--- config.mk ---
export PLATFORM = sky130hd
export DESIGN_NAME = step_detector_hysteresis_unit_flat
export DESIGN_NICKNAME = d
export VERILOG_FILES = /design/src/sv/sdh_pkg.sv /design/src/sv/sdh_if.sv /design/src/sv/sdh_sumsq.sv /design/src/sv/sdh_isqrt.sv /design/src/sv/step_detector_hysteresis_unit.sv /design/src/flat_wrapper.sv
export SDC_FILE = /design/constraint.sdc
export NUM_CORES = 1
export LEC_CHECK = 0
export BUFFER_PORTS_ARGS = -buffer_cell sky130_fd_sc_hd__buf_4
export CAP_MARGIN = 10
export CORE_MARGIN = 3
export CORE_UTILIZATION = 45
export CTS_CLUSTER_DIAMETER = 150
export DETAILED_ROUTE_END_ITERATION = 7
export GPL_TIMING_DRIVEN = 1
export PLACE_DENSITY_LB_ADDON = 0.3
export SLEW_MARGIN = 25
export SYNTH_ARGS = -nofsm -noshare
export SYNTH_HDL_FRONTEND = slang
export SYNTH_SLANG_ARGS = --single-unit
--- constraint.sdc ---
create_clock -name clk -period 8.01 [get_ports clk]
set_input_delay 1.602 -clock clk [delete_from_list [all_inputs] [get_ports clk]]
set_output_delay 1.602 -clock clk [all_outputs]
set_load 0.05 [all_outputs]
--- src/sv/sdh_pkg.sv ---
`timescale 1ns / 1ps
// ----------------------------------------------------------------------------
// Step detector package
// Shared widths, register indexes, command codes and status types.
// ----------------------------------------------------------------------------
package sdh_pkg;

    // Field widths fixed by the sample format.
    localparam int ACCEL_IN_BITS  = 15;
    localparam int CFG_BITS       = 14;
    localparam int CFG_INDEX_BITS = 2;
    localparam int TOTAL_BITS     = 24;

    // Sum of three squares of 15-bit magnitudes stays below 2^30.
    localparam int RAD_BITS  = 30;
    localparam int ROOT_BITS = RAD_BITS / 2;
    localparam int REM_BITS  = ROOT_BITS + 2;

    // Gravity, 9.8 m/s^2 at 1/256 m/s^2 per LSB.
    localparam logic [ROOT_BITS-1:0] GRAVITY_LSB = 15'd2509;

    // Register indexes on the configuration port.
    localparam logic [CFG_INDEX_BITS-1:0] REG_STEP_THRESHOLD = 2'd0;
    localparam logic [CFG_INDEX_BITS-1:0] REG_RELEASE_LEVEL  = 2'd1;

    // Register reset values.
    localparam logic [CFG_BITS-1:0] STEP_THRESHOLD_RESET = 14'd512;
    localparam logic [CFG_BITS-1:0] RELEASE_LEVEL_RESET  = 14'd358;

    // Input command codes.
    localparam logic CMD_SAMPLE = 1'b0;
    localparam logic CMD_CLEAR  = 1'b1;

    // Default values for the top-level parameters.
    localparam int COUNT_BITS_DEF = 24;
    localparam int ACCEL_BITS_DEF = 16;

    typedef logic signed [ACCEL_IN_BITS-1:0] accel_t;

    // Status of an iterative arithmetic unit.
    typedef struct packed {
        logic busy;
        logic done;
    } unit_stat_t;

endpackage

--- src/sv/sdh_if.sv ---
`timescale 1ns / 1ps
// ----------------------------------------------------------------------------
// Step detector channels
// Valid/ready channels for acceleration samples and step results.
// ----------------------------------------------------------------------------

// Sample channel: one command or acceleration sample per transfer.
interface sdh_in_if;
    import sdh_pkg::*;

    logic   valid;
    logic   ready;
    logic   cmd;
    accel_t accel_x;
    accel_t accel_y;
    accel_t accel_z;

    modport source (output valid, output cmd, output accel_x, output accel_y,
                    output accel_z, input ready);
    modport sink   (input valid, input cmd, input accel_x, input accel_y,
                    input accel_z, output ready);
endinterface

// Result channel: one step flag and total per transfer.
interface sdh_out_if;
    import sdh_pkg::*;

    logic                  valid;
    logic                  ready;
    logic                  step_seen;
    logic [TOTAL_BITS-1:0] step_total;

    modport source (output valid, output step_seen, output step_total, input ready);
    modport sink   (input valid, input step_seen, input step_total, output ready);
endinterface

--- src/sv/sdh_sumsq.sv ---
`timescale 1ns / 1ps
// ----------------------------------------------------------------------------
// Sum of squares unit
// One shared squarer accumulates x*x + y*y + z*z, one axis at a time.
// ----------------------------------------------------------------------------
module sdh_sumsq (
    input  logic                          clk,
    input  logic                          rst_n,
    input  logic                          start,
    input  sdh_pkg::accel_t               accel_x,
    input  sdh_pkg::accel_t               accel_y,
    input  sdh_pkg::accel_t               accel_z,
    output logic [sdh_pkg::RAD_BITS-1:0]  sum,
    output sdh_pkg::unit_stat_t           stat
);
    import sdh_pkg::*;

    localparam logic [1:0] AXIS_X = 2'd0;
    localparam logic [1:0] AXIS_Y = 2'd1;
    localparam logic [1:0] AXIS_Z = 2'd2;

    logic                     busy_reg, busy_next;
    logic                     done_reg, done_next;
    logic [1:0]               idx_reg, idx_next;
    accel_t                   x_reg, x_next;
    accel_t                   y_reg, y_next;
    accel_t                   z_reg, z_next;
    logic [RAD_BITS-1:0]      acc_reg, acc_next;
    accel_t                   field;
    logic [ACCEL_IN_BITS-1:0] operand;
    logic [RAD_BITS-1:0]      square;

    // Pick the axis for this pass and take its magnitude.
    always_comb
    begin
        case (idx_reg)
            AXIS_X:  field = x_reg;
            AXIS_Y:  field = y_reg;
            default: field = z_reg;
        endcase
        operand = field[ACCEL_IN_BITS-1] ? (~field + 1'b1) : field;
        square  = {{(RAD_BITS-ACCEL_IN_BITS){1'b0}}, operand}
                * {{(RAD_BITS-ACCEL_IN_BITS){1'b0}}, operand};
    end

    // Sequencer: latch the sample, then one square per cycle.
    always_comb
    begin
        busy_next = busy_reg;
        done_next = 1'b0;
        idx_next  = idx_reg;
        x_next    = x_reg;
        y_next    = y_reg;
        z_next    = z_reg;
        acc_next  = acc_reg;
        if (busy_reg)
        begin
            acc_next = acc_reg + square;
            idx_next = idx_reg + 2'd1;
            if (idx_reg == AXIS_Z)
            begin
                busy_next = 1'b0;
                done_next = 1'b1;
            end
        end
        else if (start)
        begin
            busy_next = 1'b1;
            idx_next  = AXIS_X;
            x_next    = accel_x;
            y_next    = accel_y;
            z_next    = accel_z;
            acc_next  = '0;
        end
    end

    // Control state.
    always_ff @(posedge clk or negedge rst_n)
    begin
        if (!rst_n)
        begin
            busy_reg <= 1'b0;
            done_reg <= 1'b0;
            idx_reg  <= AXIS_X;
        end
        else
        begin
            busy_reg <= busy_next;
            done_reg <= done_next;
            idx_reg  <= idx_next;
        end
    end

    // Operand and accumulator registers.
    always_ff @(posedge clk)
    begin
        x_reg   <= x_next;
        y_reg   <= y_next;
        z_reg   <= z_next;
        acc_reg <= acc_next;
    end

    assign sum       = acc_reg;
    assign stat.busy = busy_reg;
    assign stat.done = done_reg;

endmodule

--- src/sv/sdh_isqrt.sv ---
`timescale 1ns / 1ps
// ----------------------------------------------------------------------------
// Integer square root unit
// Restoring digit-by-digit floor square root, one root bit per cycle.
// ----------------------------------------------------------------------------
module sdh_isqrt (
    input  logic                          clk,
    input  logic                          rst_n,
    input  logic                          start,
    input  logic [sdh_pkg::RAD_BITS-1:0]  radicand,
    output logic [sdh_pkg::ROOT_BITS-1:0] root,
    output sdh_pkg::unit_stat_t           stat
);
    import sdh_pkg::*;

    localparam int CNT_BITS = $clog2(ROOT_BITS);
    localparam logic [CNT_BITS-1:0] LAST_STEP = CNT_BITS'(ROOT_BITS - 1);

    logic                 busy_reg, busy_next;
    logic                 done_reg, done_next;
    logic [CNT_BITS-1:0]  cnt_reg, cnt_next;
    logic [RAD_BITS-1:0]  rad_reg, rad_next;
    logic [REM_BITS-1:0]  rem_reg, rem_next;
    logic [ROOT_BITS-1:0] q_reg, q_next;
    logic [REM_BITS-1:0]  rem_shift;
    logic [REM_BITS-1:0]  trial;
    logic                 fits;

    // Bring down the next two radicand bits and try the next root bit.
    always_comb
    begin
        rem_shift = {rem_reg[REM_BITS-3:0], rad_reg[RAD_BITS-1 -: 2]};
        trial     = {q_reg, 2'b01};
        fits      = (rem_shift >= trial);
    end

    // Sequencer for the root iterations.
    always_comb
    begin
        busy_next = busy_reg;
        done_next = 1'b0;
        cnt_next  = cnt_reg;
        rad_next  = rad_reg;
        rem_next  = rem_reg;
        q_next    = q_reg;
        if (busy_reg)
        begin
            rad_next = {rad_reg[RAD_BITS-3:0], 2'b00};
            rem_next = fits ? (rem_shift - trial) : rem_shift;
            q_next   = {q_reg[ROOT_BITS-2:0], fits};
            cnt_next = cnt_reg + 1'b1;
            if (cnt_reg == LAST_STEP)
            begin
                busy_next = 1'b0;
                done_next = 1'b1;
            end
        end
        else if (start)
        begin
            busy_next = 1'b1;
            cnt_next  = '0;
            rad_next  = radicand;
            rem_next  = '0;
            q_next    = '0;
        end
    end

    // Control state.
    always_ff @(posedge clk or negedge rst_n)
    begin
        if (!rst_n)
        begin
            busy_reg <= 1'b0;
            done_reg <= 1'b0;
            cnt_reg  <= '0;
        end
        else
        begin
            busy_reg <= busy_next;
            done_reg <= done_next;
            cnt_reg  <= cnt_next;
        end
    end

    // Datapath registers.
    always_ff @(posedge clk)
    begin
        rad_reg <= rad_next;
        rem_reg <= rem_next;
        q_reg   <= q_next;
    end

    assign root      = q_reg;
    assign stat.busy = busy_reg;
    assign stat.done = done_reg;

endmodule

--- src/sv/step_detector_hysteresis_unit.sv ---
`timescale 1ns / 1ps
// ----------------------------------------------------------------------------
// Step detector with hysteresis
// Counts steps from the deviation of acceleration magnitude from gravity.
// ----------------------------------------------------------------------------
// An acceleration sample passes from its input transfer through the shared
// squarer, which accumulates the sum of squares, then the bit-serial square
// root (one root bit per cycle), and then the handoffs and the final threshold
// decision before the block is ready again. A clear command skips both units.
// The result is held in an output register, and the input side is ready again
// once the result is loaded there; a result that is not yet taken holds back
// only the decision of the following item. Configuration writes take effect
// at the clock edge of the write.
// ----------------------------------------------------------------------------
module step_detector_hysteresis_unit #(
    parameter int COUNT_BITS = sdh_pkg::COUNT_BITS_DEF,
    parameter int ACCEL_BITS = sdh_pkg::ACCEL_BITS_DEF
) (
    input  logic                               clk,
    input  logic                               rst_n,
    input  logic                               cfg_we,
    input  logic [sdh_pkg::CFG_INDEX_BITS-1:0] cfg_index,
    input  logic [sdh_pkg::CFG_BITS-1:0]       cfg_data,
    sdh_in_if.sink                             in_ch,
    sdh_out_if.source                          out_ch
);
    import sdh_pkg::*;

    localparam logic [1:0] ST_IDLE   = 2'd0;
    localparam logic [1:0] ST_SQUARE = 2'd1;
    localparam logic [1:0] ST_ROOT   = 2'd2;
    localparam logic [1:0] ST_EMIT   = 2'd3;

    localparam int DEV_BITS = ACCEL_BITS - 1;
    localparam int CMP_BITS = (DEV_BITS > ROOT_BITS) ? DEV_BITS : ROOT_BITS;
    localparam int TOT_WIDE = (COUNT_BITS > TOTAL_BITS) ? COUNT_BITS : TOTAL_BITS;

    logic [1:0]            state_reg, state_next;
    logic                  cmd_reg, cmd_next;
    logic [CFG_BITS-1:0]   thr_reg, thr_next;
    logic [CFG_BITS-1:0]   rel_reg, rel_next;
    logic [DEV_BITS-1:0]   prev_reg, prev_next;
    logic                  armed_reg, armed_next;
    logic [COUNT_BITS-1:0] raw_reg, raw_next;
    logic [COUNT_BITS-1:0] offset_reg, offset_next;
    logic                  out_valid_reg, out_valid_next;
    logic                  out_seen_reg, out_seen_next;
    logic [TOTAL_BITS-1:0] out_total_reg, out_total_next;

    logic                  in_xfer;
    logic                  out_free;
    logic [RAD_BITS-1:0]   sum;
    logic [ROOT_BITS-1:0]  mag;
    unit_stat_t            sq_stat;
    unit_stat_t            rt_stat;
    logic [ROOT_BITS-1:0]  dev_full;
    logic [CMP_BITS-1:0]   dev_wide;
    logic [CMP_BITS-1:0]   dev_max;
    logic [CMP_BITS-1:0]   dev_sat;
    logic [CMP_BITS-1:0]   prev_wide;
    logic [CMP_BITS-1:0]   thr_wide;
    logic [CMP_BITS-1:0]   rel_wide;
    logic                  step_hit;
    logic                  release_hit;
    logic [COUNT_BITS-1:0] diff;
    logic [TOT_WIDE-1:0]   total_wide;

    assign in_xfer  = in_ch.valid && in_ch.ready;
    assign out_free = !out_valid_reg || out_ch.ready;

    // Shared squarer and square root units.
    sdh_sumsq u_sumsq (
        .clk     (clk),
        .rst_n   (rst_n),
        .start   (in_xfer && (in_ch.cmd == CMD_SAMPLE)),
        .accel_x (in_ch.accel_x),
        .accel_y (in_ch.accel_y),
        .accel_z (in_ch.accel_z),
        .sum     (sum),
        .stat    (sq_stat)
    );

    sdh_isqrt u_isqrt (
        .clk      (clk),
        .rst_n    (rst_n),
        .start    (sq_stat.done),
        .radicand (sum),
        .root     (mag),
        .stat     (rt_stat)
    );

    // Deviation from gravity, saturated, and the hysteresis decision.
    always_comb
    begin
        dev_full    = (mag >= GRAVITY_LSB) ? (mag - GRAVITY_LSB) : (GRAVITY_LSB - mag);
        dev_wide    = CMP_BITS'(dev_full);
        dev_max     = CMP_BITS'({DEV_BITS{1'b1}});
        dev_sat     = (dev_wide > dev_max) ? dev_max : dev_wide;
        prev_wide   = CMP_BITS'(prev_reg);
        thr_wide    = CMP_BITS'(thr_reg);
        rel_wide    = CMP_BITS'(rel_reg);
        step_hit    = (dev_sat > thr_wide) && (prev_wide <= thr_wide) && !armed_reg;
        release_hit = (dev_sat <= rel_wide) && (prev_wide > rel_wide);
    end

    // Sequencer, step state and output register.
    always_comb
    begin
        state_next     = state_reg;
        cmd_next       = cmd_reg;
        prev_next      = prev_reg;
        armed_next     = armed_reg;
        raw_next       = raw_reg;
        offset_next    = offset_reg;
        out_valid_next = out_valid_reg;
        out_seen_next  = out_seen_reg;
        out_total_next = out_total_reg;
        diff           = '0;
        total_wide     = '0;

        if (out_valid_reg && out_ch.ready)
        begin
            out_valid_next = 1'b0;
        end

        case (state_reg)
            ST_IDLE:
            begin
                if (in_xfer)
                begin
                    cmd_next   = in_ch.cmd;
                    state_next = (in_ch.cmd == CMD_CLEAR) ? ST_EMIT : ST_SQUARE;
                end
            end
            ST_SQUARE:
            begin
                if (sq_stat.done)
                begin
                    state_next = ST_ROOT;
                end
            end
            ST_ROOT:
            begin
                if (rt_stat.done)
                begin
                    state_next = ST_EMIT;
                end
            end
            ST_EMIT:
            begin
                if (out_free)
                begin
                    out_seen_next = 1'b0;
                    if (cmd_reg == CMD_CLEAR)
                    begin
                        offset_next = raw_reg;
                    end
                    else
                    begin
                        prev_next = dev_sat[DEV_BITS-1:0];
                        if (step_hit)
                        begin
                            armed_next    = 1'b1;
                            out_seen_next = 1'b1;
                            raw_next      = raw_reg + 1'b1;
                        end
                        else if (release_hit)
                        begin
                            armed_next = 1'b0;
                        end
                    end
                    diff           = raw_next - offset_next;
                    total_wide     = TOT_WIDE'(diff);
                    out_total_next = total_wide[TOTAL_BITS-1:0];
                    out_valid_next = 1'b1;
                    state_next     = ST_IDLE;
                end
            end
            default:
            begin
                state_next = ST_IDLE;
            end
        endcase
    end

    // Configuration writes.
    always_comb
    begin
        thr_next = thr_reg;
        rel_next = rel_reg;
        if (cfg_we)
        begin
            case (cfg_index)
                REG_STEP_THRESHOLD: thr_next = cfg_data;
                REG_RELEASE_LEVEL:  rel_next = cfg_data;
                default:
                begin
                    thr_next = thr_reg;
                end
            endcase
        end
    end

    // Control and step state.
    always_ff @(posedge clk or negedge rst_n)
    begin
        if (!rst_n)
        begin
            state_reg     <= ST_IDLE;
            cmd_reg       <= CMD_SAMPLE;
            thr_reg       <= STEP_THRESHOLD_RESET;
            rel_reg       <= RELEASE_LEVEL_RESET;
            prev_reg      <= '0;
            armed_reg     <= 1'b0;
            raw_reg       <= '0;
            offset_reg    <= '0;
            out_valid_reg <= 1'b0;
            out_seen_reg  <= 1'b0;
        end
        else
        begin
            state_reg     <= state_next;
            cmd_reg       <= cmd_next;
            thr_reg       <= thr_next;
            rel_reg       <= rel_next;
            prev_reg      <= prev_next;
            armed_reg     <= armed_next;
            raw_reg       <= raw_next;
            offset_reg    <= offset_next;
            out_valid_reg <= out_valid_next;
            out_seen_reg  <= out_seen_next;
        end
    end

    // Result payload.
    always_ff @(posedge clk)
    begin
        out_total_reg <= out_total_next;
    end

    assign in_ch.ready       = (state_reg == ST_IDLE);
    assign out_ch.valid      = out_valid_reg;
    assign out_ch.step_seen  = out_seen_reg;
    assign out_ch.step_total = out_total_reg;

`ifndef SYNTHESIS
    // An accepted item always starts a pass through the sequencer.
    assert property (@(posedge clk) disable iff (!rst_n)
        in_xfer |=> (state_reg != ST_IDLE))
        else $error("accepted item did not leave idle");

    // The squarer only runs while the sequencer waits for it.
    assert property (@(posedge clk) disable iff (!rst_n)
        sq_stat.busy |-> (state_reg == ST_SQUARE))
        else $error("squarer busy outside its state");

    // The root unit only runs while the sequencer waits for it.
    assert property (@(posedge clk) disable iff (!rst_n)
        rt_stat.busy |-> (state_reg == ST_ROOT))
        else $error("root unit busy outside its state");

    // A pending step flag means the detector is armed.
    assert property (@(posedge clk) disable iff (!rst_n)
        (out_valid_reg && out_seen_reg) |-> armed_reg)
        else $error("step reported while not armed");

    // The raw count only moves together with a reported step.
    assert property (@(posedge clk) disable iff (!rst_n)
        (raw_reg != $past(raw_reg)) |-> (out_valid_reg && out_seen_reg))
        else $error("raw count changed without a step");
`endif

endmodule
--- src/flat_wrapper.sv ---
// flat-port wrapper written by rule: the top's interface ports become plain ports
module step_detector_hysteresis_unit_flat import sdh_pkg::*;
#(
    parameter int COUNT_BITS = sdh_pkg::COUNT_BITS_DEF,
    parameter int ACCEL_BITS = sdh_pkg::ACCEL_BITS_DEF
)
  (clk, rst_n, cfg_we, cfg_index, cfg_data, in_ch_valid, in_ch_cmd, in_ch_accel_x, in_ch_accel_y, in_ch_accel_z, in_ch_ready, out_ch_valid, out_ch_step_seen, out_ch_step_total, out_ch_ready);
  sdh_in_if in_ch_i ();
  sdh_out_if out_ch_i ();
  input  logic clk;
  input  logic rst_n;
  input  logic cfg_we;
  input  logic [sdh_pkg::CFG_INDEX_BITS-1:0] cfg_index;
  input  logic [sdh_pkg::CFG_BITS-1:0] cfg_data;
  input wire logic [$bits(in_ch_i.valid)-1:0] in_ch_valid;
  input wire logic [$bits(in_ch_i.cmd)-1:0] in_ch_cmd;
  input wire logic [$bits(in_ch_i.accel_x)-1:0] in_ch_accel_x;
  input wire logic [$bits(in_ch_i.accel_y)-1:0] in_ch_accel_y;
  input wire logic [$bits(in_ch_i.accel_z)-1:0] in_ch_accel_z;
  output wire logic [$bits(in_ch_i.ready)-1:0] in_ch_ready;
  output wire logic [$bits(out_ch_i.valid)-1:0] out_ch_valid;
  output wire logic [$bits(out_ch_i.step_seen)-1:0] out_ch_step_seen;
  output wire logic [$bits(out_ch_i.step_total)-1:0] out_ch_step_total;
  input wire logic [$bits(out_ch_i.ready)-1:0] out_ch_ready;
  assign in_ch_i.valid = in_ch_valid;
  assign in_ch_i.cmd = in_ch_cmd;
  assign in_ch_i.accel_x = in_ch_accel_x;
  assign in_ch_i.accel_y = in_ch_accel_y;
  assign in_ch_i.accel_z = in_ch_accel_z;
  assign in_ch_ready = in_ch_i.ready;
  assign out_ch_valid = out_ch_i.valid;
  assign out_ch_step_seen = out_ch_i.step_seen;
  assign out_ch_step_total = out_ch_i.step_total;
  assign out_ch_i.ready = out_ch_ready;
  step_detector_hysteresis_unit #(.COUNT_BITS(COUNT_BITS), .ACCEL_BITS(ACCEL_BITS)) u_core (.clk(clk), .rst_n(rst_n), .cfg_we(cfg_we), .cfg_index(cfg_index), .cfg_data(cfg_data), .in_ch(in_ch_i), .out_ch(out_ch_i));
endmodule
# Yosys cells after proc, flatten, opt, wreduce, memory -nomap -nowiden
# Index checks and enable logic that the tools add are counted.
dict set report totals {
  reg_bits 266
  in_bits 67
  out_inout_bits 27
  wordCells 127
}
dict set report classes {
  add_sub_neg 9
  n_mul 1
  order_cmp 7
  n_eq_ne 11
  mux 47
  bitwise_logic 4
  reduce_logical 23
}
# op n
set op_table {}
lappend op_table {{$mux 24} 7}
lappend op_table {{$mux 15} 8}
lappend op_table {{$mux 30} 4}
lappend op_table {{$add 30x30->30} 1}
lappend op_table {{$gt 15x14->1} 2}
lappend op_table {{$le 15x14->1} 2}
lappend op_table {{$mul 15x15->30} 1}
lappend op_table {{$pmux 15 s2} 1}
lappend op_table {{$add 24x1->24 const B} 1}
lappend op_table {{$sub 24x24->24} 1}
lappend op_table {{$ge 17x17->1} 1}
lappend op_table {{$mux 1} 17}
lappend op_table {{$add 15x1->15 const B} 1}
lappend op_table {{$ge 15x12->1 const B} 1}
lappend op_table {{$gt 15x15->1 const B} 1}
lappend op_table {{$not 15->15} 1}
lappend op_table {{$sub 12x15->15 const A} 1}
lappend op_table {{$sub 15x12->15 const B} 1}
lappend op_table {{$sub 15x15->15} 1}
lappend op_table {{$mux 2} 7}
lappend op_table {{$reduce_and 2->1} 5}
lappend op_table {{$mux 4} 2}
lappend op_table {{$pmux 2 s4} 1}
lappend op_table {{$reduce_and 4->1} 2}
lappend op_table {{14 further kinds} 32}

# Logic depth before layout (Yosys ltp)
# Gate-level depths: netlist (run 1).
dict set report depth {
  depth_word 12
  mapped_depth 37
  depth_no_buf 34
}

# Cells and area by module
# Synthesis (run 1) repeated with hierarchy kept, for this count alone.
dict set report unflattened {
  cells_unflattened 2172
  area_unflattened_um2 22138.7
}
# mod n_inst cells_per_inst area_each_um2 seq_area_each_um2
set by_module_without_submodules {}
lappend by_module_without_submodules {sdh_sumsq 1 1022 10206.0 2352.3}
lappend by_module_without_submodules {step_detector_hysteresis_unit 1 840 8346.8 3155.5}
lappend by_module_without_submodules {sdh_isqrt 1 310 3585.9 1931.9}

# Least setup slack after synthesis (run 1)
# No wires, ideal clock.
dict set report synth_timing {
  path_type {reg2reg}
  from {register u_core.u_sumsq.idx_reg[0]}
  to {register u_core.u_sumsq.acc_reg[28] (netlist: u_core.u_sumsq.sum[28]), data pin}
  setup_ns 0.255
  t_arrival_ns 7.910
  required_ns 7.755
  path_slack_ns -0.155
  path_stages_with_launch 34
  n_path_buf 3
  synth_period_minus_slack_ns 8.165
  cell_sequence {dfrtp_1 -> inv_1 -> ha_1 -> buf_6 -> buf_6 -> a22o_1 -> a21o_1 -> buf_6 -> inv_6 -> ha_1 -> nand2_1 -> nor3_2 -> a31oi_1 -> xor2_1 -> inv_2 -> nand2_1 -> fa_1 -> fa_1 -> inv_1 -> fa_1 -> fa_1 -> fa_1 -> inv_1 -> fa_1 -> inv_1 -> ha_1 -> nand2_1 -> o21ai_0 -> o21ai_0 -> o31ai_1 -> a31oi_1 -> o311ai_0 -> nand3_1 -> and3b_1}
}
dict set report synth_between {
  elab_chain_cells 8
  word_cells_on_any_way 9
  classes_between {add/sub (2); mul (1); eq/ne (1); mux (3); bitwise (1); reduce/logical (1)}
}
# item line_no
set synth_rtl {}
lappend synth_rtl {{start, declared} sdh_sumsq.sv:24} ;# logic [1:0] idx_reg, idx_next;
lappend synth_rtl {{start signal, assigned} sdh_sumsq.sv:90} ;# idx_reg <= idx_next;
lappend synth_rtl {{$eq 2x1->1 or $logic_not 2->1 (tied branches)} sdh_sumsq.sv:36} ;# case (idx_reg)
lappend synth_rtl {{$pmux 15 s2 *} sdh_sumsq.sv:36}
lappend synth_rtl {{$not 15->15} sdh_sumsq.sv:41} ;# operand = field[ACCEL_IN_BITS-1] ? (~field + 1'b1) : field;
lappend synth_rtl {{$add 15x1->15} sdh_sumsq.sv:41}
lappend synth_rtl {{$mux 15 *} sdh_sumsq.sv:41}
lappend synth_rtl {{$mul 15x15->30 *} sdh_sumsq.sv:43} ;# * {{(RAD_BITS-ACCEL_IN_BITS){1'b0}}, operand};
lappend synth_rtl {{$add 30x30->30 *} sdh_sumsq.sv:58} ;# acc_next = acc_reg + square;
lappend synth_rtl {{$mux 30 *} sdh_sumsq.sv:56} ;# if (busy_reg)
lappend synth_rtl {{end signal, assigned} sdh_sumsq.sv:100} ;# acc_reg <= acc_next;
lappend synth_rtl {{end, declared} sdh_sumsq.sv:28} ;# logic [RAD_BITS-1:0] acc_reg, acc_next;
# Every way passes the cells marked *; elsewhere a longest branch is shown, timed or not.
# A chain may end at the register's enable or synchronous reset.

# Worst setup path in the final report (run 1)
dict set report layout_timing {
  from {register u_core.u_sumsq.idx_reg[0]}
  to {register u_core.u_sumsq.acc_reg[23] (netlist: u_core.u_sumsq.sum[23]), data pin}
}
# The elaborated chain is that of the path after synthesis.

==> results.md, run 1 <==
- Final WL: 48,070 um
- Die Ht: 224.9 um
- Post-DP HPWL: about 38,000 um
- Largest net degree at the start of global routing: between 70 and 80
- Std cell rows: 79
- Setup violators final: 0
- Core area: about 47,000 um^2
- Cell area after synthesis: ~22,000 um^2
- Layout cell share with drive strength beyond 1: between 10% and 20%
- TritonCTS Buffers: 30
- Netlist cell types: between 80 and 90
- Worst Slack Setup Final: between 0.2 and 0.25 ns
- DR pass1 iterations: 5
- Io pins: between 90 and 100
- Synthesis Warnings: 0
- Syn_area_per_cell: 10.20 um^2
- Worst path required time: approximately 8.3 ns
- Gp weighted congestion: 0.8783
- Die footprint: 50,570 um^2
- Final Critical Period: 7.767 ns
- Hold Crit Class: reg2reg
- Slew margin rel.: just under 40%
- Clock Path Buffers: 3
- Commonest non-fill, non-tap cell in the layout: inv_1
- Vias in the first global route: roughly 16,000
- Clock sinks: between 200 and 300
- Setup crit end: u_core.u_sumsq.sum[23]
- Fin crit share: roughly 97%
- Top-area cell type share of the netlist area: a little over a fifth
- Hold depth: 2
- CTS H-tree depth: 1
- Worst R2R Start: u_core.u_sumsq.idx_reg[0]
- First-pass GRT wire length: just under 80,000 um
- Worst-Margin Slew: between 0.9 and 1 ns
- Grt ovf: 0
- Crit path max fanout: 5
- Commonest non-fill, non-tap cells in the layout: inv_1, buf_4, ha_1, nand2_1, fa_1
- Root Buffer: clkbuf_16
- # hold bufs at CTS: 0
- Synth Flop Type: edfxtp_1
- Clk slew on worst S/H paths: 0.06 ns
- CTS tree: built
- WL/cell: between 15 and 20 um
- Critical-path top delay cell: fa_1
- CP Class: reg2reg
- CP Depth: 33
- Worst path top cell family by delay: adder cells
- Flop-to-flop setup slack: between 0.2 and 0.25 ns
- Max cap viols: 0
- Synthesis-to-layout area growth: 17.46%
- DR vias/cell: 5.238
- Antenna diode count: 0
- Post-synth EDFFs: between 150 and 200
- Initial core utilization: 45.91%
- Final Max Slew Viols: 0
- Die W: about 220 um
- Slowest stage delay, CP: 0.61 ns
- Seq/Total Area, Yosys: approximately a third
- CP bufs+invs: 9
- CP arrival: 8.09 ns
- Status: complete, no violations
- Via count of the routed design: between 15,000 and 20,000
- Nets: between 2,000 and 3,000
- Number of nets with antenna violations after routing: 0
- Cell mode on critical path: fa_1
- Clk_lat worst skew: around 0.59 ns
- Synth area leader: edfxtp_1
- R2R cell count: 33
- Worst slack, placed: -0.2813 ns
- Critical path launch point type: flip-flop
- CP endpoint kind: flip-flop
- Critical R2R Capture: u_core.u_sumsq.sum[23]
- Initial antenna violation count: 0
- Hold WS: 0.4788 ns
- Largest cells by area after synthesis: edfxtp_1, fa_1, dfrtp_1
- Yosys reg bits: between 200 and 300
- IO buf count: just over 90
- Critical Path Source: u_core.u_sumsq.idx_reg[0]
- Final hold vios: 0
- Clk_skew: 0.02331 ns
- Total track usage: a little under a fifth
- Post-synth ARST share: about 40%
- Post-route DRC: 0
- Cells after Synth: about 2,100
- DRC marker count from the first detailed-route iteration: 802
- Peak Freq: roughly 130 MHz
[tightest hold or removal path: cells and delay by family (launching register included)]
family | cells | cell delay (ns)
simple gates | 1 | 0.05
compound gates | 1 | 0.06
flops | 1 | 0.34
[metrics by stage]
step                      instances  cell area (um^2)  utilization, %  setup TNS [ns]
after floorplan                2121             21590               -        -0.06308
after global placement         2882             23710           50.50         -0.3963
after detailed placement       2882             23710           50.50          -1.174
after CTS                      2940             24890           53.01               0
after global routing           2945             25320           53.93         -0.1574
final                          2945             25320           53.93               0
[area by class of cell]
class	instances	area (um^2)
fillers	4060	21630
multi-input cells	1461	13090
flip-flops and latches	266	7441
repair buffers	219	1675
inverters	336	1269
clock buffers	42	879.6
well taps	607	759.5
clock inverters	14	209.0
[cells by family (layout without fill, tap and decap cells)]
logic type	after synthesis	in the layout	share of synthesized area, %
simple gates	531	531	11.61
fa+ha+maj	365	365	27.00
compound gates	344	344	10.41
xor+xnor	127	127	5.230
buf+inv	394	611	7.087
other cells	2	10	0.03484
mux	84	84	4.115
flops	266	266	34.51
[Yosys cell counts (7+ instances only)]
cell type / instances
a211oi_1: 7
edfxtp_1: 157
a21o_1: 37
nor2_1: 145
fa_1: 167
a31oi_1: 7
nor3_1: 34
o21a_1: 16
nor2b_1: 14
dfrtp_1: 101
inv_1: 325
and4_1: 8
a22o_1: 31
nand2_1: 184
xnor2_1: 62
mux2_2: 37
a21oi_1: 87
xor2_1: 63
clkbuf_1: 44
and2_1: 30
or3_1: 7
nand2b_1: 17
and3_1: 11
mux2i_1: 47
nand3_1: 32
ha_1: 198
nand4_1: 18
o211ai_1: 8
o21ai_0: 91
[metal layers]
metal / track usage (%) / routed length [um] / vias to the layer above
li1: - / - / 7491
met3: 2.336 / 1583 / 58
met4: 4.839 / 1108 / 0
met1: 25.82 / 21700 / 7632
met2: 32.76 / 23680 / 246
met5: 0 / 0 / -
[worst min path at each step]
stage,from,endpoint,slack [ns]
finish,u_core.offset_reg[14],u_core.offset_reg[14],0.48
global placement,u_core.out_ch.step_seen,u_core.out_ch.step_seen,0.46
CTS,u_core.offset_reg[12],u_core.offset_reg[12],0.48
global route,u_core.offset_reg[14],u_core.offset_reg[14],0.50
floorplan,u_core.u_isqrt.cnt_reg[3],u_core.u_isqrt.cnt_reg[3],0.44
detailed placement,u_core.offset_reg[20],u_core.offset_reg[20],0.47
[what timing repair did]
| item | CTS | global route |
|---|---|---|
| endpoints found under the setup margin | 9 | 11 |
| resized for setup | 22 | 90 |
| buffers inserted | 2 | 5 |
| pin swaps | 2 | 41 |
Power of run 1 is not shown: default switching activity piles up to over one toggle a cycle in this logic, so the estimate is an artifact.
==> run 2, diff against run 1 <==
- CORE_ASPECT_RATIO: not set -> 1.2
==> run 2 against run 1 <==
Net effect: flip-flop and latch count is the same; critical endpoint is now u_core.u_sumsq.sum[28]; critical path depth fell by 1; fmax down 0.90%; clock skew is 0.0013 ns lower; count of clock-buffer cells in the layout down 4; first-iteration DRC count increased by 3.0%.
==> results.md, run 2 (synthesis results as in run 1) <==
- Status: complete, no violations
- Final Critical Period: about 7.8 ns
- Hold WS: between 0.4 and 0.5 ns
- Std cell rows: 87
- Max cap viols: 0
- CP bufs+invs: 8
- Hold Crit Class: reg2reg
- Setup crit end: u_core.u_sumsq.sum[28]
- Critical path launch point type: flip-flop
- TritonCTS Buffers: 31
- Commonest non-fill, non-tap cells in the layout: inv_1, buf_4, ha_1, nand2_1, fa_1
- Clk_lat worst skew: roughly 0.58 ns
- Total track usage: about a fifth
- Antenna diode count: 0
- Crit path max fanout: 13
- Critical R2R Capture: u_core.u_sumsq.sum[28]
- Cell mode on critical path: fa_1
- Flop-to-flop setup slack: ~0.17 ns
- Slew margin rel.: approximately 37%
- Core area: approximately 47,000 um^2
- CP arrival: roughly 8.2 ns
- Worst path required time: between 8 and 9 ns
- Post-route DRC: 0
- Via count of the routed design: around 15,000
- Hold_sp: u_core.out_ch.step_seen
- Clk slew on worst S/H paths: ~0.060 ns
- Post-DP HPWL: ~38,000 um
- Nets: between 2,000 and 3,000
- CP Class: reg2reg
- Setup violators final: 0
- DR vias/cell: slightly above 5
- Synthesis-to-layout area growth: 17.23%
- CTS tree: built
- Peak Freq: 127.6 MHz
- Number of nets with antenna violations after routing: 0
- Worst-Margin Slew: ~0.95 ns
- Clk_skew: approximately 0.022 ns
- Io pins: 94
- Fin crit share: a little over nine tenths
- Die Ht: 245.8 um
- CTS H-tree depth: 1
- Layout cell share with drive strength beyond 1: 18.20%
- Root Buffer: clkbuf_16
- Vias in the first global route: 15,860
- Slowest stage delay, CP: approximately 0.57 ns
- DRC marker count from the first detailed-route iteration: 826
- Clock Path Buffers: 3
- WL/cell: around 16 um
- CP endpoint kind: flip-flop
- Largest net degree at the start of global routing: between 70 and 80
- Die footprint: 50,580 um^2
- Grt ovf: 0
- Critical-path top delay cell: fa_2
- # hold bufs at CTS: 0
- Final hold vios: 0
- Worst path top cell family by delay: adder cells
- IO buf count: 93
- Clock sinks: about 270
- Initial antenna violation count: 0
- CP Depth: 32
- Die W: between 200 and 250 um
- R2R cell count: 32
- Final WL: 48,300 um
- Worst R2R Start: u_core.u_sumsq.idx_reg[0]
- Critical Path Source: u_core.u_sumsq.idx_reg[0]
- Final Cell Area: ~25,000 um^2
- First-pass GRT wire length: 78,280 um
- Dpl cell area: approximately 24,000 um^2
- Final Max Slew Viols: 0
- DR pass1 iterations: 5
- Commonest non-fill, non-tap cell in the layout: inv_1
- Gp weighted congestion: about 0.90
- Initial core utilization: between 40% and 50%
## run 2: changes by cell type in the layout (fill, tap and decap cells not counted), sizes merged
cell,delta
clkbuf,-4
inv,+2
clkinv,+5
clkinvlp,+1
bufinv,-2
buf,+12
## run 2: worst reg2reg max path, delay by kind of cell, from the launching register on
kind                     cells  cell delay, ns
XOR/XNOR                     1            0.23
AO/OA/AOI/OAI                8            1.78
flip-flops                   1            0.39
adder cells (fa/ha/maj)      9            3.72
buffers and inverters        8            0.67
AND/OR/NAND/NOR              6            0.79
## run 2: final cells by class
cell class                      count  area, um^2
Multi-Input combinational cell   1461       12990
Sequential cell                   266        7440
Timing Repair Buffer              231        1790
Fill cell                        4101       21860
Clock inverter                     20       170.2
Clock buffer                       38       832.0
Inverter                          336        1267
Tap cell                          623       779.5
## run 2: worst min-delay path by stage
| stage | to | slack [ns] | cells after the start |
|---|---|---|---|
| after floorplan | u_core.u_isqrt.cnt_reg[3] | 0.44 | 1 |
| after global placement | u_core.offset_reg[19] | 0.46 | 2 |
| after detailed placement | u_core.prev_reg[0] | 0.47 | 2 |
| after CTS | u_core.prev_reg[0] | 0.48 | 2 |
| after global routing | u_core.prev_reg[0] | 0.49 | 2 |
| final | u_core.out_ch.step_seen | 0.48 | 2 |
## run 2: layer usage
metal,track usage [%],vias to the layer above,part of all wire (%)
met5,0,-,0
met1,24.00,7477,42
li1,-,7515,-
met3,1.814,82,3.1
met2,34.21,243,52
met4,5.153,0,2.7
## run 2: what timing repair did
action | CTS | global route
resized for setup | 15 | 76
pin swaps | 2 | 41
setup endpoints to repair | 7 | 12
buffers inserted | 0 | 17
## run 2: through the flow
stage	worst slack [ns]	setup TNS [ns]	cells	utilization [%]
final	0.1724	0	2975	53.62
after global placement	-0.1254	-0.2412	2900	50.40
after CTS	0.003574	0	2958	52.64
after floorplan	-0.04432	-0.06308	2121	-
after detailed placement	-0.2529	-0.7839	2900	50.40
after global routing	-0.08005	-0.1181	2975	53.62
Power of run 2 is left out for the same reason.
